`src/sv/mecanum_wheel_odometry_macros.svh`:
```
// assertion macros for the odometry block
`ifndef MECANUM_WHEEL_ODOMETRY_MACROS_SVH
`define MECANUM_WHEEL_ODOMETRY_MACROS_SVH

// same-cycle implication
`define MWO_ASSERT_NOW(lbl, ante, cons) \
  lbl: assert property (@(posedge clk) disable iff (!rst_n) (ante) |-> (cons)) \
    else $error("mwo assertion failed");

// next-cycle implication
`define MWO_ASSERT_NEXT(lbl, ante, cons) \
  lbl: assert property (@(posedge clk) disable iff (!rst_n) (ante) |=> (cons)) \
    else $error("mwo assertion failed");

`endif

```
`src/sv/mwo_pkg.sv`:
```
package mwo_pkg;

  localparam int CORDIC_STEPS_DEF = 16;
  localparam int COUNT_BITS_DEF   = 16;

  localparam int MUL_A_W = 40;
  localparam int MUL_B_W = 25;
  localparam int MUL_P_W = MUL_A_W + MUL_B_W;

  localparam int CFG_IDX_W = 3;
  localparam int CFG_DAT_W = 24;

  localparam logic [CFG_IDX_W-1:0] CFG_NEW_WEIGHT = 3'd0;
  localparam logic [CFG_IDX_W-1:0] CFG_OLD_WEIGHT = 3'd1;
  localparam logic [CFG_IDX_W-1:0] CFG_DIST       = 3'd2;
  localparam logic [CFG_IDX_W-1:0] CFG_X_GAIN     = 3'd3;
  localparam logic [CFG_IDX_W-1:0] CFG_Y_GAIN     = 3'd4;

  localparam logic [MUL_B_W-1:0] KINV_Q24 = 25'd10188014;

  typedef struct packed {
    logic [15:0] new_weight;
    logic [15:0] old_weight;
    logic [23:0] dist_per_count;
    logic [15:0] x_gain;
    logic [15:0] y_gain;
  } mwo_cfg_t;

  typedef enum logic [3:0] {
    ST_IDLE, ST_FA, ST_FB, ST_FC, ST_SUM, ST_DX, ST_DY, ST_KX, ST_KY,
    ST_ROT, ST_QUAD, ST_CORD, ST_GX, ST_GY, ST_AY, ST_OUT
  } mwo_state_t;

  function automatic logic [29:0] atan_f(input logic [4:0] k);
    logic [29:0] v;
    unique case (k)
      5'd0:  v = 30'd536870912;
      5'd1:  v = 30'd316933406;
      5'd2:  v = 30'd167458907;
      5'd3:  v = 30'd85004756;
      5'd4:  v = 30'd42667331;
      5'd5:  v = 30'd21354465;
      5'd6:  v = 30'd10679838;
      5'd7:  v = 30'd5340245;
      5'd8:  v = 30'd2670163;
      5'd9:  v = 30'd1335087;
      5'd10: v = 30'd667544;
      5'd11: v = 30'd333772;
      5'd12: v = 30'd166886;
      5'd13: v = 30'd83443;
      5'd14: v = 30'd41722;
      5'd15: v = 30'd20861;
      5'd16: v = 30'd10430;
      5'd17: v = 30'd5215;
      5'd18: v = 30'd2608;
      5'd19: v = 30'd1304;
      5'd20: v = 30'd652;
      5'd21: v = 30'd326;
      5'd22: v = 30'd163;
      5'd23: v = 30'd81;
      default: v = 30'd0;
    endcase
    return v;
  endfunction

endpackage

```
`src/sv/mwo_mul.sv`:
```
module mwo_mul (
  input  logic                               clk,
  input  logic signed [mwo_pkg::MUL_A_W-1:0] mul_a,
  input  logic signed [mwo_pkg::MUL_B_W-1:0] mul_b,
  output logic signed [mwo_pkg::MUL_P_W-1:0] prod_r
);
  import mwo_pkg::*;

  always_ff @(posedge clk) begin
    prod_r <= MUL_P_W'(mul_a) * MUL_P_W'(mul_b);
  end
endmodule

```
`config.mk`:
```
export PLATFORM = sky130hd
export DESIGN_NAME = mwo_mul
export DESIGN_NICKNAME = d
export VERILOG_FILES = /design/src/sv/mecanum_wheel_odometry_macros.svh /design/src/sv/mwo_pkg.sv /design/src/sv/mwo_mul.sv
export SDC_FILE = /design/constraint.sdc
export NUM_CORES = 2
export LEC_CHECK = 0
export ABC_AREA = 1
export ABC_CLOCK_PERIOD_IN_PS = 9100
export BUFFER_PORTS_ARGS = -buffer_cell sky130_fd_sc_hd__buf_2
export CELL_PAD_IN_SITES_DETAIL_PLACEMENT = 1
export CELL_PAD_IN_SITES_GLOBAL_PLACEMENT = 1
export CORE_ASPECT_RATIO = 1.4
export CORE_MARGIN = 10
export CORE_UTILIZATION = 30
export DETAILED_ROUTE_END_ITERATION = 16
export GPL_ROUTABILITY_DRIVEN = 1
export PLACE_DENSITY_LB_ADDON = 0.12
export RECOVER_POWER = 25
export SYNTH_ARGS = -nofsm -noshare
export SYNTH_HDL_FRONTEND = slang
export SYNTH_SLANG_ARGS = --single-unit
```
`constraint.sdc`:
```
create_clock -name clk -period 9.1 [get_ports clk]
set_clock_uncertainty 0.1 [all_clocks]
set_input_delay 1.82 -clock clk [delete_from_list [all_inputs] [get_ports clk]]
set_output_delay 1.82 -clock clk [all_outputs]
set_load 0.02 [all_outputs]
```
==> Flow_metrics.wiki <==
{| class="wikitable"
! Metric !! Value
|-
| Fraction of post-synthesis cell area in the top cell type by area || 52.5%
|-
| Die H || 442 µm
|-
| Most numerous cell in the Yosys netlist || inv_1
|-
| Width of the die || between 300 and 400 µm
|-
| Syn avg cell area || 7.69 µm²
|-
| Count of final hold-check violations || 0
|-
| Clock tree root driver cell || clkbuf_16
|-
| Clock transition at the registers of the reported paths || 80 ps
|-
| Initial antenna violation count || 6
|-
| Maximum fanout along the worst path || 39
|-
| CTS tree || built
|-
| Fill cell total of the finished layout || roughly 15k
|-
| Post-CTS Hold Fix Bufs || 0
|-
| Class of the tightest hold or removal check || in2reg
|-
| Number of enable-type register cells in the synthesized netlist || 0
|-
| Largest registers in the final layout || prod_r x65
|-
| Final Max Slew Viols || 40
|-
| Post-route minimum period || 8390 ps
|-
| Sum of overflow across all layers after global routing || 0
|-
| # Post-CTS Setup Buffers || 0
|-
| Max FFs per register || 65
|-
| Die Outline Area || about 140000 µm²
|-
| Portion of the clock cycle consumed by the worst path in the final layout || about 90%
|-
| Top cells by area in the synthesized netlist || fa_1 53%, inv_1 16%, nand2_1 15%
|-
| Final HPWL DP || between 100000 and 150000 µm
|-
| Antenna violation net count after detailed routing || 0
|-
| Reg with most FFs || prod_r
|-
| Total of max-cap violations || 1
|-
| Startpoint kind of the worst setup timing path || input pin
|-
| Violations in the final reports || max-capacitance violations, max-slew violations
|-
| Req. time, crit path || 9270 ps
|-
| Worst path cell trace || buf_2, clkbuf_1, nand2_1, inv_1, fa_1, fa_1, fa_1, fa_1, inv_1, fa_1, inv_1, ha_1, nand2_1, nor2_1, nand2_1, nor2_1, nand2_1, nand2_1, nand2_1, nand3_1, nand2_1
|-
| Cell mode on critical path || nand2_1
|-
| Kind of cell adding the most delay to the critical path || adder cells
|-
| CTS H-tree depth || 3
|-
| Cell type contributing the most total cell area after synthesis || fa_1
|-
| Total routing resource utilization after global routing || roughly a fifth
|-
| Path type of the worst setup path || in2reg
|-
| Pin count of the biggest net entering global routing || ~40
|-
| Clock Path Buffers || 2
|-
| Fraction of final layout cells with drive strength greater than 1 || 5.99%
|-
| Share of synthesized flip-flops with an asynchronous set or reset || 0%
|-
| Run status || finished, violations left
|-
| Most used DFF post-synth || dfxtp_1
|-
| Number of detailed-route iterations in the first pass || 4
|-
| Wire length per cell after detailed routing || 20.4 µm
|-
| Inserted Clock Buffers || 9
|-
| Routability-driven placement congestion ratio || 0.862
|-
| Total nets after synthesis || 6212
|-
| Number of library cell types mapped by synthesis || 32
|-
| Setup violation total in the final timing report || 0
|-
| Sequential element share of the synthesized area || 3.40%
|-
| Total negative slack for setup checks || 0 ps
|-
| Clock sinks || 65
|-
| Wire length of the first global-routing pass || around 210000 µm
|-
| Post-layout nets || 6245
|-
| Total via count in the routed design || between 20k and 30k
|-
| Synth Warn # || 0
|-
| Antenna diodes || 0
|-
| Top achievable clock speed || 0.119 GHz
|-
| Placeable core area || roughly 130000 µm²
|-
| Tightest slew margin relative to the limit || -64.0%
|-
| Area Overhead vs Synth || 8.35%
|-
| Detailed-route wire length || 136000 µm
|-
| Buffers & Inverters on Critical Path || 5
|-
| Post-detailed-route via-to-cell ratio || 4.47
|-
| Kind of capture point of the worst setup path || register
|-
| Placement row count || 154
|-
| Worst path arrival time || 8570 ps
|-
| Flip-flop and latch count after synthesis || between 60 and 70
|-
| Longest individual stage delay on the worst path || between 1500 and 2000 ps
|-
| Syn Std Cell Area || 38200 µm²
|-
| Starting density of the core || 30.3%
|-
| DRC || 0
|-
| Slowest stage cell, crit path || clkbuf_1
|-
| Number of resized instances in the post-cts repair step || 0
|-
| Post-Synthesis Cells || between 4k and 5k
|-
| IO Pins || about 130
|-
| Count of buffers inserted at the top-level ports || 130
|-
| DRC marker count from the first detailed-route iteration || 1133
|-
| Via count of the first global-routing pass || 34.8k
|-
| Least-Margin Pin Slew || 2460 ps
|-
| Setup repair after global routing missed its margin || no
|-
| Leading cell types by count after synthesis || 1583 x inv_1, 1530 x nand2_1, 1003 x fa_1, 217 x clkbuf_1, 171 x ha_1
|}
[cells in the final DEF, fill, tap and decap left out, types with 2 or more instances in the layout]
master | synthesis | layout
xnor2_1 | 4 | 4
nand4_1 | 19 | 19
nor2_1 | 107 | 107
dfxtp_1 | 65 | 65
o21bai_1 | 16 | 16
buf_2 | 0 | 100
or2_2 | 9 | 9
bufinv_16 | 0 | 3
nand2_2 | 18 | 18
a21oi_1 | 52 | 52
nand3_2 | 5 | 5
buf_12 | 0 | 14
fa_1 | 1003 | 1003
inv_2 | 5 | 5
nor4_1 | 4 | 4
inv_1 | 1583 | 1583
nor3_1 | 10 | 10
nand3b_1 | 2 | 2
ha_1 | 171 | 171
buf_4 | 0 | 97
nor2_2 | 32 | 32
clkbuf_16 | 0 | 9
and3_1 | 5 | 5
xor2_1 | 31 | 31
o21ai_0 | 4 | 4
clkbuf_1 | 217 | 32
nor3_2 | 3 | 3
nand3_1 | 67 | 67
nand2_1 | 1530 | 1530
[worst paths after layout]
path | startpoint | to | slack [ps] | depth (start not counted)
min | mul_a[0] | prod_r[0] | 1900 | 4
max | mul_b[0] | prod_r[62] | 710 | 21
[area by class of cell]
cell class | count | area, µm² | share of cell area (%)
Multi-Input combinational cell | 3098 | 30100 | 72.8
Clock buffer | 11 | 243 | 0.586
Sequential cell | 65 | 1300 | 3.14
Clock inverter | 5 | 103 | 0.248
Inverter | 1589 | 5960 | 14.4
Tap cell | 1638 | 2050 | 4.95
Timing Repair Buffer | 242 | 1630 | 3.92
[cell families after synthesis]
| logic type | count (synthesis) | synth area share [%] |
|---|---|---|
| AOI/OAI and AO/OA | 73 | 1.07 |
| xor gates and xnor gates | 35 | 0.802 |
| adders and majority gates | 1174 | 58.1 |
| buffers and inverters | 1809 | 17.8 |
| DFF | 65 | 3.40 |
| and+or+nand+nor | 1816 | 18.9 |
[routing by layer]
metal	up-vias	wire length, µm	global-route usage (%)
li1	13589	-	-
met1	15728	56200	24.0
met2	342	75000	37.8
met3	85	2780	1.19
met5	-	0	0
met4	0	1700	2.62
[through the flow]
stage	instances	setup slack, ps	util [%]	hold WS [ps]	cell area [µm²]
2_1_floorplan	4972	1310	-	2050	38200
3_3_place_gp	6632	368	32.6	2140	41100
3_5_place_dp	6632	406	32.6	2140	41100
4_1_cts	6648	801	32.9	1850	41500
5_1_grt	6648	387	32.8	1910	41400
6_report	6648	705	32.8	1900	41400
Power is left out: the tool's default activity adds up to more than one toggle a clock period on the data nets, which glitch-free logic cannot reach.
