`src/sv/mecanum_wheel_odometry_macros.svh`:
```
// assertion macros for the odometry block
`ifndef MECANUM_WHEEL_ODOMETRY_MACROS_SVH
`define MECANUM_WHEEL_ODOMETRY_MACROS_SVH

// same-cycle implication
`define MWO_ASSERT_NOW(lbl, ante, cons) \
  lbl: assert property (@(posedge clk) disable iff (!rst_n) (ante) |-> (cons)) \
    else $error("mwo assertion failed");

// next-cycle implication
`define MWO_ASSERT_NEXT(lbl, ante, cons) \
  lbl: assert property (@(posedge clk) disable iff (!rst_n) (ante) |=> (cons)) \
    else $error("mwo assertion failed");

`endif

```
`src/sv/mwo_pkg.sv`:
```
package mwo_pkg;

  localparam int CORDIC_STEPS_DEF = 16;
  localparam int COUNT_BITS_DEF   = 16;

  localparam int MUL_A_W = 40;
  localparam int MUL_B_W = 25;
  localparam int MUL_P_W = MUL_A_W + MUL_B_W;

  localparam int CFG_IDX_W = 3;
  localparam int CFG_DAT_W = 24;

  localparam logic [CFG_IDX_W-1:0] CFG_NEW_WEIGHT = 3'd0;
  localparam logic [CFG_IDX_W-1:0] CFG_OLD_WEIGHT = 3'd1;
  localparam logic [CFG_IDX_W-1:0] CFG_DIST       = 3'd2;
  localparam logic [CFG_IDX_W-1:0] CFG_X_GAIN     = 3'd3;
  localparam logic [CFG_IDX_W-1:0] CFG_Y_GAIN     = 3'd4;

  localparam logic [MUL_B_W-1:0] KINV_Q24 = 25'd10188014;

  typedef struct packed {
    logic [15:0] new_weight;
    logic [15:0] old_weight;
    logic [23:0] dist_per_count;
    logic [15:0] x_gain;
    logic [15:0] y_gain;
  } mwo_cfg_t;

  typedef enum logic [3:0] {
    ST_IDLE, ST_FA, ST_FB, ST_FC, ST_SUM, ST_DX, ST_DY, ST_KX, ST_KY,
    ST_ROT, ST_QUAD, ST_CORD, ST_GX, ST_GY, ST_AY, ST_OUT
  } mwo_state_t;

  function automatic logic [29:0] atan_f(input logic [4:0] k);
    logic [29:0] v;
    unique case (k)
      5'd0:  v = 30'd536870912;
      5'd1:  v = 30'd316933406;
      5'd2:  v = 30'd167458907;
      5'd3:  v = 30'd85004756;
      5'd4:  v = 30'd42667331;
      5'd5:  v = 30'd21354465;
      5'd6:  v = 30'd10679838;
      5'd7:  v = 30'd5340245;
      5'd8:  v = 30'd2670163;
      5'd9:  v = 30'd1335087;
      5'd10: v = 30'd667544;
      5'd11: v = 30'd333772;
      5'd12: v = 30'd166886;
      5'd13: v = 30'd83443;
      5'd14: v = 30'd41722;
      5'd15: v = 30'd20861;
      5'd16: v = 30'd10430;
      5'd17: v = 30'd5215;
      5'd18: v = 30'd2608;
      5'd19: v = 30'd1304;
      5'd20: v = 30'd652;
      5'd21: v = 30'd326;
      5'd22: v = 30'd163;
      5'd23: v = 30'd81;
      default: v = 30'd0;
    endcase
    return v;
  endfunction

endpackage

```
`src/sv/mwo_cfg.sv`:
```
module mwo_cfg (
  input  logic                          clk,
  input  logic                          rst_n,
  input  logic                          cfg_valid,
  output logic                          cfg_ready,
  input  logic [mwo_pkg::CFG_IDX_W-1:0] cfg_index,
  input  logic [mwo_pkg::CFG_DAT_W-1:0] cfg_data,
  output mwo_pkg::mwo_cfg_t             cfg
);
  import mwo_pkg::*;

  mwo_cfg_t cfg_r;

  assign cfg_ready = 1'b1;
  assign cfg       = cfg_r;

  always_ff @(posedge clk) begin
    if (!rst_n) begin
      cfg_r.new_weight     <= 16'd58982;
      cfg_r.old_weight     <= 16'd6554;
      cfg_r.dist_per_count <= 24'd45038;
      cfg_r.x_gain         <= 16'd16384;
      cfg_r.y_gain         <= 16'd16384;
    end else if (cfg_valid) begin
      unique case (cfg_index)
        CFG_NEW_WEIGHT: cfg_r.new_weight     <= cfg_data[15:0];
        CFG_OLD_WEIGHT: cfg_r.old_weight     <= cfg_data[15:0];
        CFG_DIST:       cfg_r.dist_per_count <= cfg_data;
        CFG_X_GAIN:     cfg_r.x_gain         <= cfg_data[15:0];
        CFG_Y_GAIN:     cfg_r.y_gain         <= cfg_data[15:0];
        default: ;
      endcase
    end
  end
endmodule

```
`config.mk`:
```
export PLATFORM = sky130hd
export DESIGN_NAME = mwo_cfg
export DESIGN_NICKNAME = d
export VERILOG_FILES = /design/src/sv/mecanum_wheel_odometry_macros.svh /design/src/sv/mwo_pkg.sv /design/src/sv/mwo_cfg.sv
export SDC_FILE = /design/constraint.sdc
export NUM_CORES = 1
export LEC_CHECK = 0
export ABC_AREA = 0
export BUFFER_PORTS_ARGS = -buffer_cell sky130_fd_sc_hd__clkbuf_2
export CAP_MARGIN = 5
export CORE_MARGIN = 2
export CORE_UTILIZATION = 50
export DETAILED_ROUTE_END_ITERATION = 6
export PLACE_DENSITY_LB_ADDON = 0.08
export RECOVER_POWER = 25
export SLEW_MARGIN = 40
export SYNTH_ARGS = -nofsm -noshare
export SYNTH_HDL_FRONTEND = slang
export SYNTH_SLANG_ARGS = --single-unit
```
`constraint.sdc`:
```
create_clock -name clk -period 1.4 [get_ports clk]
set_input_delay 0.28 -clock clk [delete_from_list [all_inputs] [get_ports clk]]
set_output_delay 0.28 -clock clk [all_outputs]
set_load 0.005 [all_outputs]
```
==> results.py <==
metrics = {
    "timing": {
        "rsz0062_at_grt": "false",
        "slew_headroom_pct": 65.3,
        "setup_viol": 0,
        "final_max_slew_viol_count": 0,
        "max_freq_mhz": 838,
        "worstMarginPinSlew_ps": 520,
        "fin_crit_sh_pct": 85.2,
        "finalHoldViolations": 0,
        "tns_ps": 0,
        "skew_ps": 0,
        "period_minus_slack_ps": 1190,
        "whs_ps": 159,
        "setup_ws_ps": 207,
    },
    "synth": {
        "avgSynthCellArea_sq_um": 10.3,
        "ys_types": 16,
        "yosysSeqAreaShare_pct": 50.9,
        "async_flop_share_pct": 0,
        "synth-seq-cells": 88,
        "yosys_warnings": 0,
        "syn_inst": 337,
        "synthesis.nets": 367,
        "synth_edf_count": 0,
        "syn-cell-area_sq_mm": 0.00346,
        "synthFlopType": "dfxtp_1",
    },
    "power_and_ir_drop": {
        "total_power_mw": 4.75,
        "combPwrFrac_pct": 8.1,
        "ir_worst_vdd_uv": 711,
        "powerDensity_mw_per_mm2": 1090,
        "p_leak_nw": 2.11,
        "intPower_mw": 3.58,
        "pwr-share-clk_pct": 37.4,
        "p_switching_mw": 1.17,
        "switching_share_pct": 24.5,
        "pwr-share-seq_pct": 54.5,
    },
    "status": {
        "outcome": "finished clean",
    },
    "clock_network": {
        "cts-resized-gates": 0,
        "clk_latency_ps": 340,
        "cts_buffer_depth": 2,
        "cts_tree": "done",
        "numClockSinks": 88,
        "clkSlewWorstSetupHoldPaths_ps": 90,
        "h-tree-depth": 3,
        "numCtsBuffers": 9,
        "cts_setup_buffers": 0,
        "cts_root_buffer": "clkbuf_8",
        "holdBufCountCts": 0,
    },
    "drt": {
        "first_iter_violations": 98,
        "ant_nets": 0,
        "firstDrtPassIters": 4,
        "vias": 2677,
        "viasPerCell": 4.94,
        "drcViolationCount": 0,
        "wire_per_inst_um": 14.7,
        "wirelength_mm": 7.96,
    },
    "critical_path": {
        "startpoint_type": "input port",
        "worst-r2r-cell-count": 2,
        "end_kind": "flip-flop",
        "path_depth": 5,
        "cp_cell_sequence": "clkbuf_1 > clkbuf_1 > and4bb_1 > clkbuf_1 > mux2i_1",
        "r2r_end": "cfg[30]$_SDFFE_PN1P_",
        "worstSetupPathType": "in -> reg",
        "crit_slowest_cell": "and4bb_1",
        "cp.required_ps": 1660,
        "crit_buf_inv": 3,
        "crit_family": "buffers and inverters",
        "crit_end": "cfg[67]$_SDFFE_PN1P_",
        "critical-path-max-stage-delay_ps": 360,
        "cp_max_fo": 7,
        "arrival_ps": 1460,
        "cp_common_cell": "clkbuf_1",
        "startpoint": "cfg_index[1]",
        "rr_startpoint": "cfg[30]$_SDFFE_PN1P_",
        "ff2ff_setup_slack_ps": 760,
    },
    "die": {
        "dieHeight_um": 87.2,
        "die_area_sq_mm": 0.00760,
        "boundaryPins": 119,
        "core_sq_mm": 0.00676,
        "die_width_um": 87.2,
        "initial_core_util_pct": 51.2,
        "rows": 30,
    },
    "placed_design": {
        "gp_congestion": 0.753,
        "place_ws_ps": 44.5,
        "dp_hpwl_mm": 5.85,
        "dp_cells": 526,
        "placed_cell_area_sq_mm": 0.00422,
        "port_buffers": 117,
    },
    "layout": {
        "design_area_sq_mm": 0.00437,
        "register_area_sq_mm": 0.00176,
        "instances_no_fill": 542,
        "largest_register_ffs": 88,
        "layout-drive-gt1-share_pct": 31.6,
        "fill_cells": 606,
        "area_growth_syn_to_layout_pct": 26.4,
        "nNetsFinal": 487,
        "final_core_util_pct": 64.7,
        "multiInputGateArea_sq_mm": 0.00156,
        "diodes": 0,
    },
    "global_routing": {
        "grt_most_used_layer": "met2",
        "grt_max_degree": 51,
        "grt_pass1_vias": 2568,
        "grt.met2_usage_pct": 32.7,
        "overflow": 0,
        "use_met1_pct": 31.5,
        "met3_usage_pct": 5.97,
        "gr-usage-all-layers_pct": 21.8,
        "antenna_found_initial": 0,
        "grt_pass1_wl_mm": 12.8,
    },
    "flow_run": {
        "max_cap_violations": 0,
    },
    "worst_hold_path": {
        "hold_class": "in -> reg",
    },
}
## cell usage after synthesis (2+ instances only)
library cell	count	area share [%]
nand2_1	82	8.9
dfxtp_1	88	51
mux2i_1	88	25
and4bb_2	2	0.72
buf_4	5	1.1
nand4bb_1	2	0.65
nor2b_1	45	8.1
buf_1	2	0.22
clkbuf_1	11	1.2
buf_2	6	0.87
## placed cells by master (no fill, tap or decap), types with 3 or more instances in the layout
| cell type | count |
|---|---|
| clkbuf_8 | 9 |
| clkbuf_1 | 6 |
| buf_4 | 7 |
| dfxtp_1 | 88 |
| clkbuf_2 | 115 |
| buf_12 | 4 |
| nand2_1 | 82 |
| inv_6 | 3 |
| mux2i_1 | 88 |
| nor2b_1 | 45 |
## per-layer routing
| layer | wire length, um | vias up | part of all wire [%] |
|---|---|---|---|
| met4 | 38 | 0 | 0.48 |
| li1 | - | 1343 | - |
| met3 | 437 | 2 | 5.5 |
| met5 | 0 | - | 0 |
| met2 | 3630 | 68 | 46 |
| met1 | 3850 | 1264 | 48 |
## cell families (layout without fill, tap and decap cells)
logic type    count (synthesis)  after routing  synth area share, %
buf+inv                      25            150                 3.69
flops                        88             88                 50.9
mux                          88             88                 25.5
simple gates                135            135                 19.8
other cells                   1              1                0.108
## area by class of cell
class	instances	share of cell area (%)
Multi-Input combinational cell	224	35.7
Sequential cell	88	40.3
Tap cell	80	2.29
Timing Repair Buffer	134	17.1
Clock inverter	7	1.77
Clock buffer	9	2.83
## worst register-to-register path: cells and delay by family, from the launching register on
kind	cells	cell delay, ps
flip-flops	1	340
AND/OR/NAND/NOR	1	110
multiplexers	1	80
## how the worst min path moves through the flow
stage,start,end,slack (ps),cells after the start
2_1_floorplan,cfg_data[16],cfg[48]$_SDFFE_PN0P_,420,2
3_3_place_gp,cfg[55]$_SDFFE_PN0P_,cfg[55]$_SDFFE_PN0P_,440,2
3_5_place_dp,cfg[66]$_SDFFE_PN0P_,cfg[66]$_SDFFE_PN0P_,450,2
4_1_cts,cfg_data[23],cfg[55]$_SDFFE_PN0P_,150,3
5_1_grt,cfg_data[19],cfg[51]$_SDFFE_PN0P_,150,3
6_report,cfg_data[18],cfg[50]$_SDFFE_PN0P_,160,3
## power by group through the flow
stage               combinational, mW  sequential (mW)  clock [mW]
detailed placement              0.399             2.64           0
finish                          0.386             2.59        1.78
global placement                0.394             2.64           0
floorplan                       0.206             2.65           0
CTS                             0.401             2.59        1.81
global route                    0.425             2.59        1.93
(Power assumes the default switching activity.)
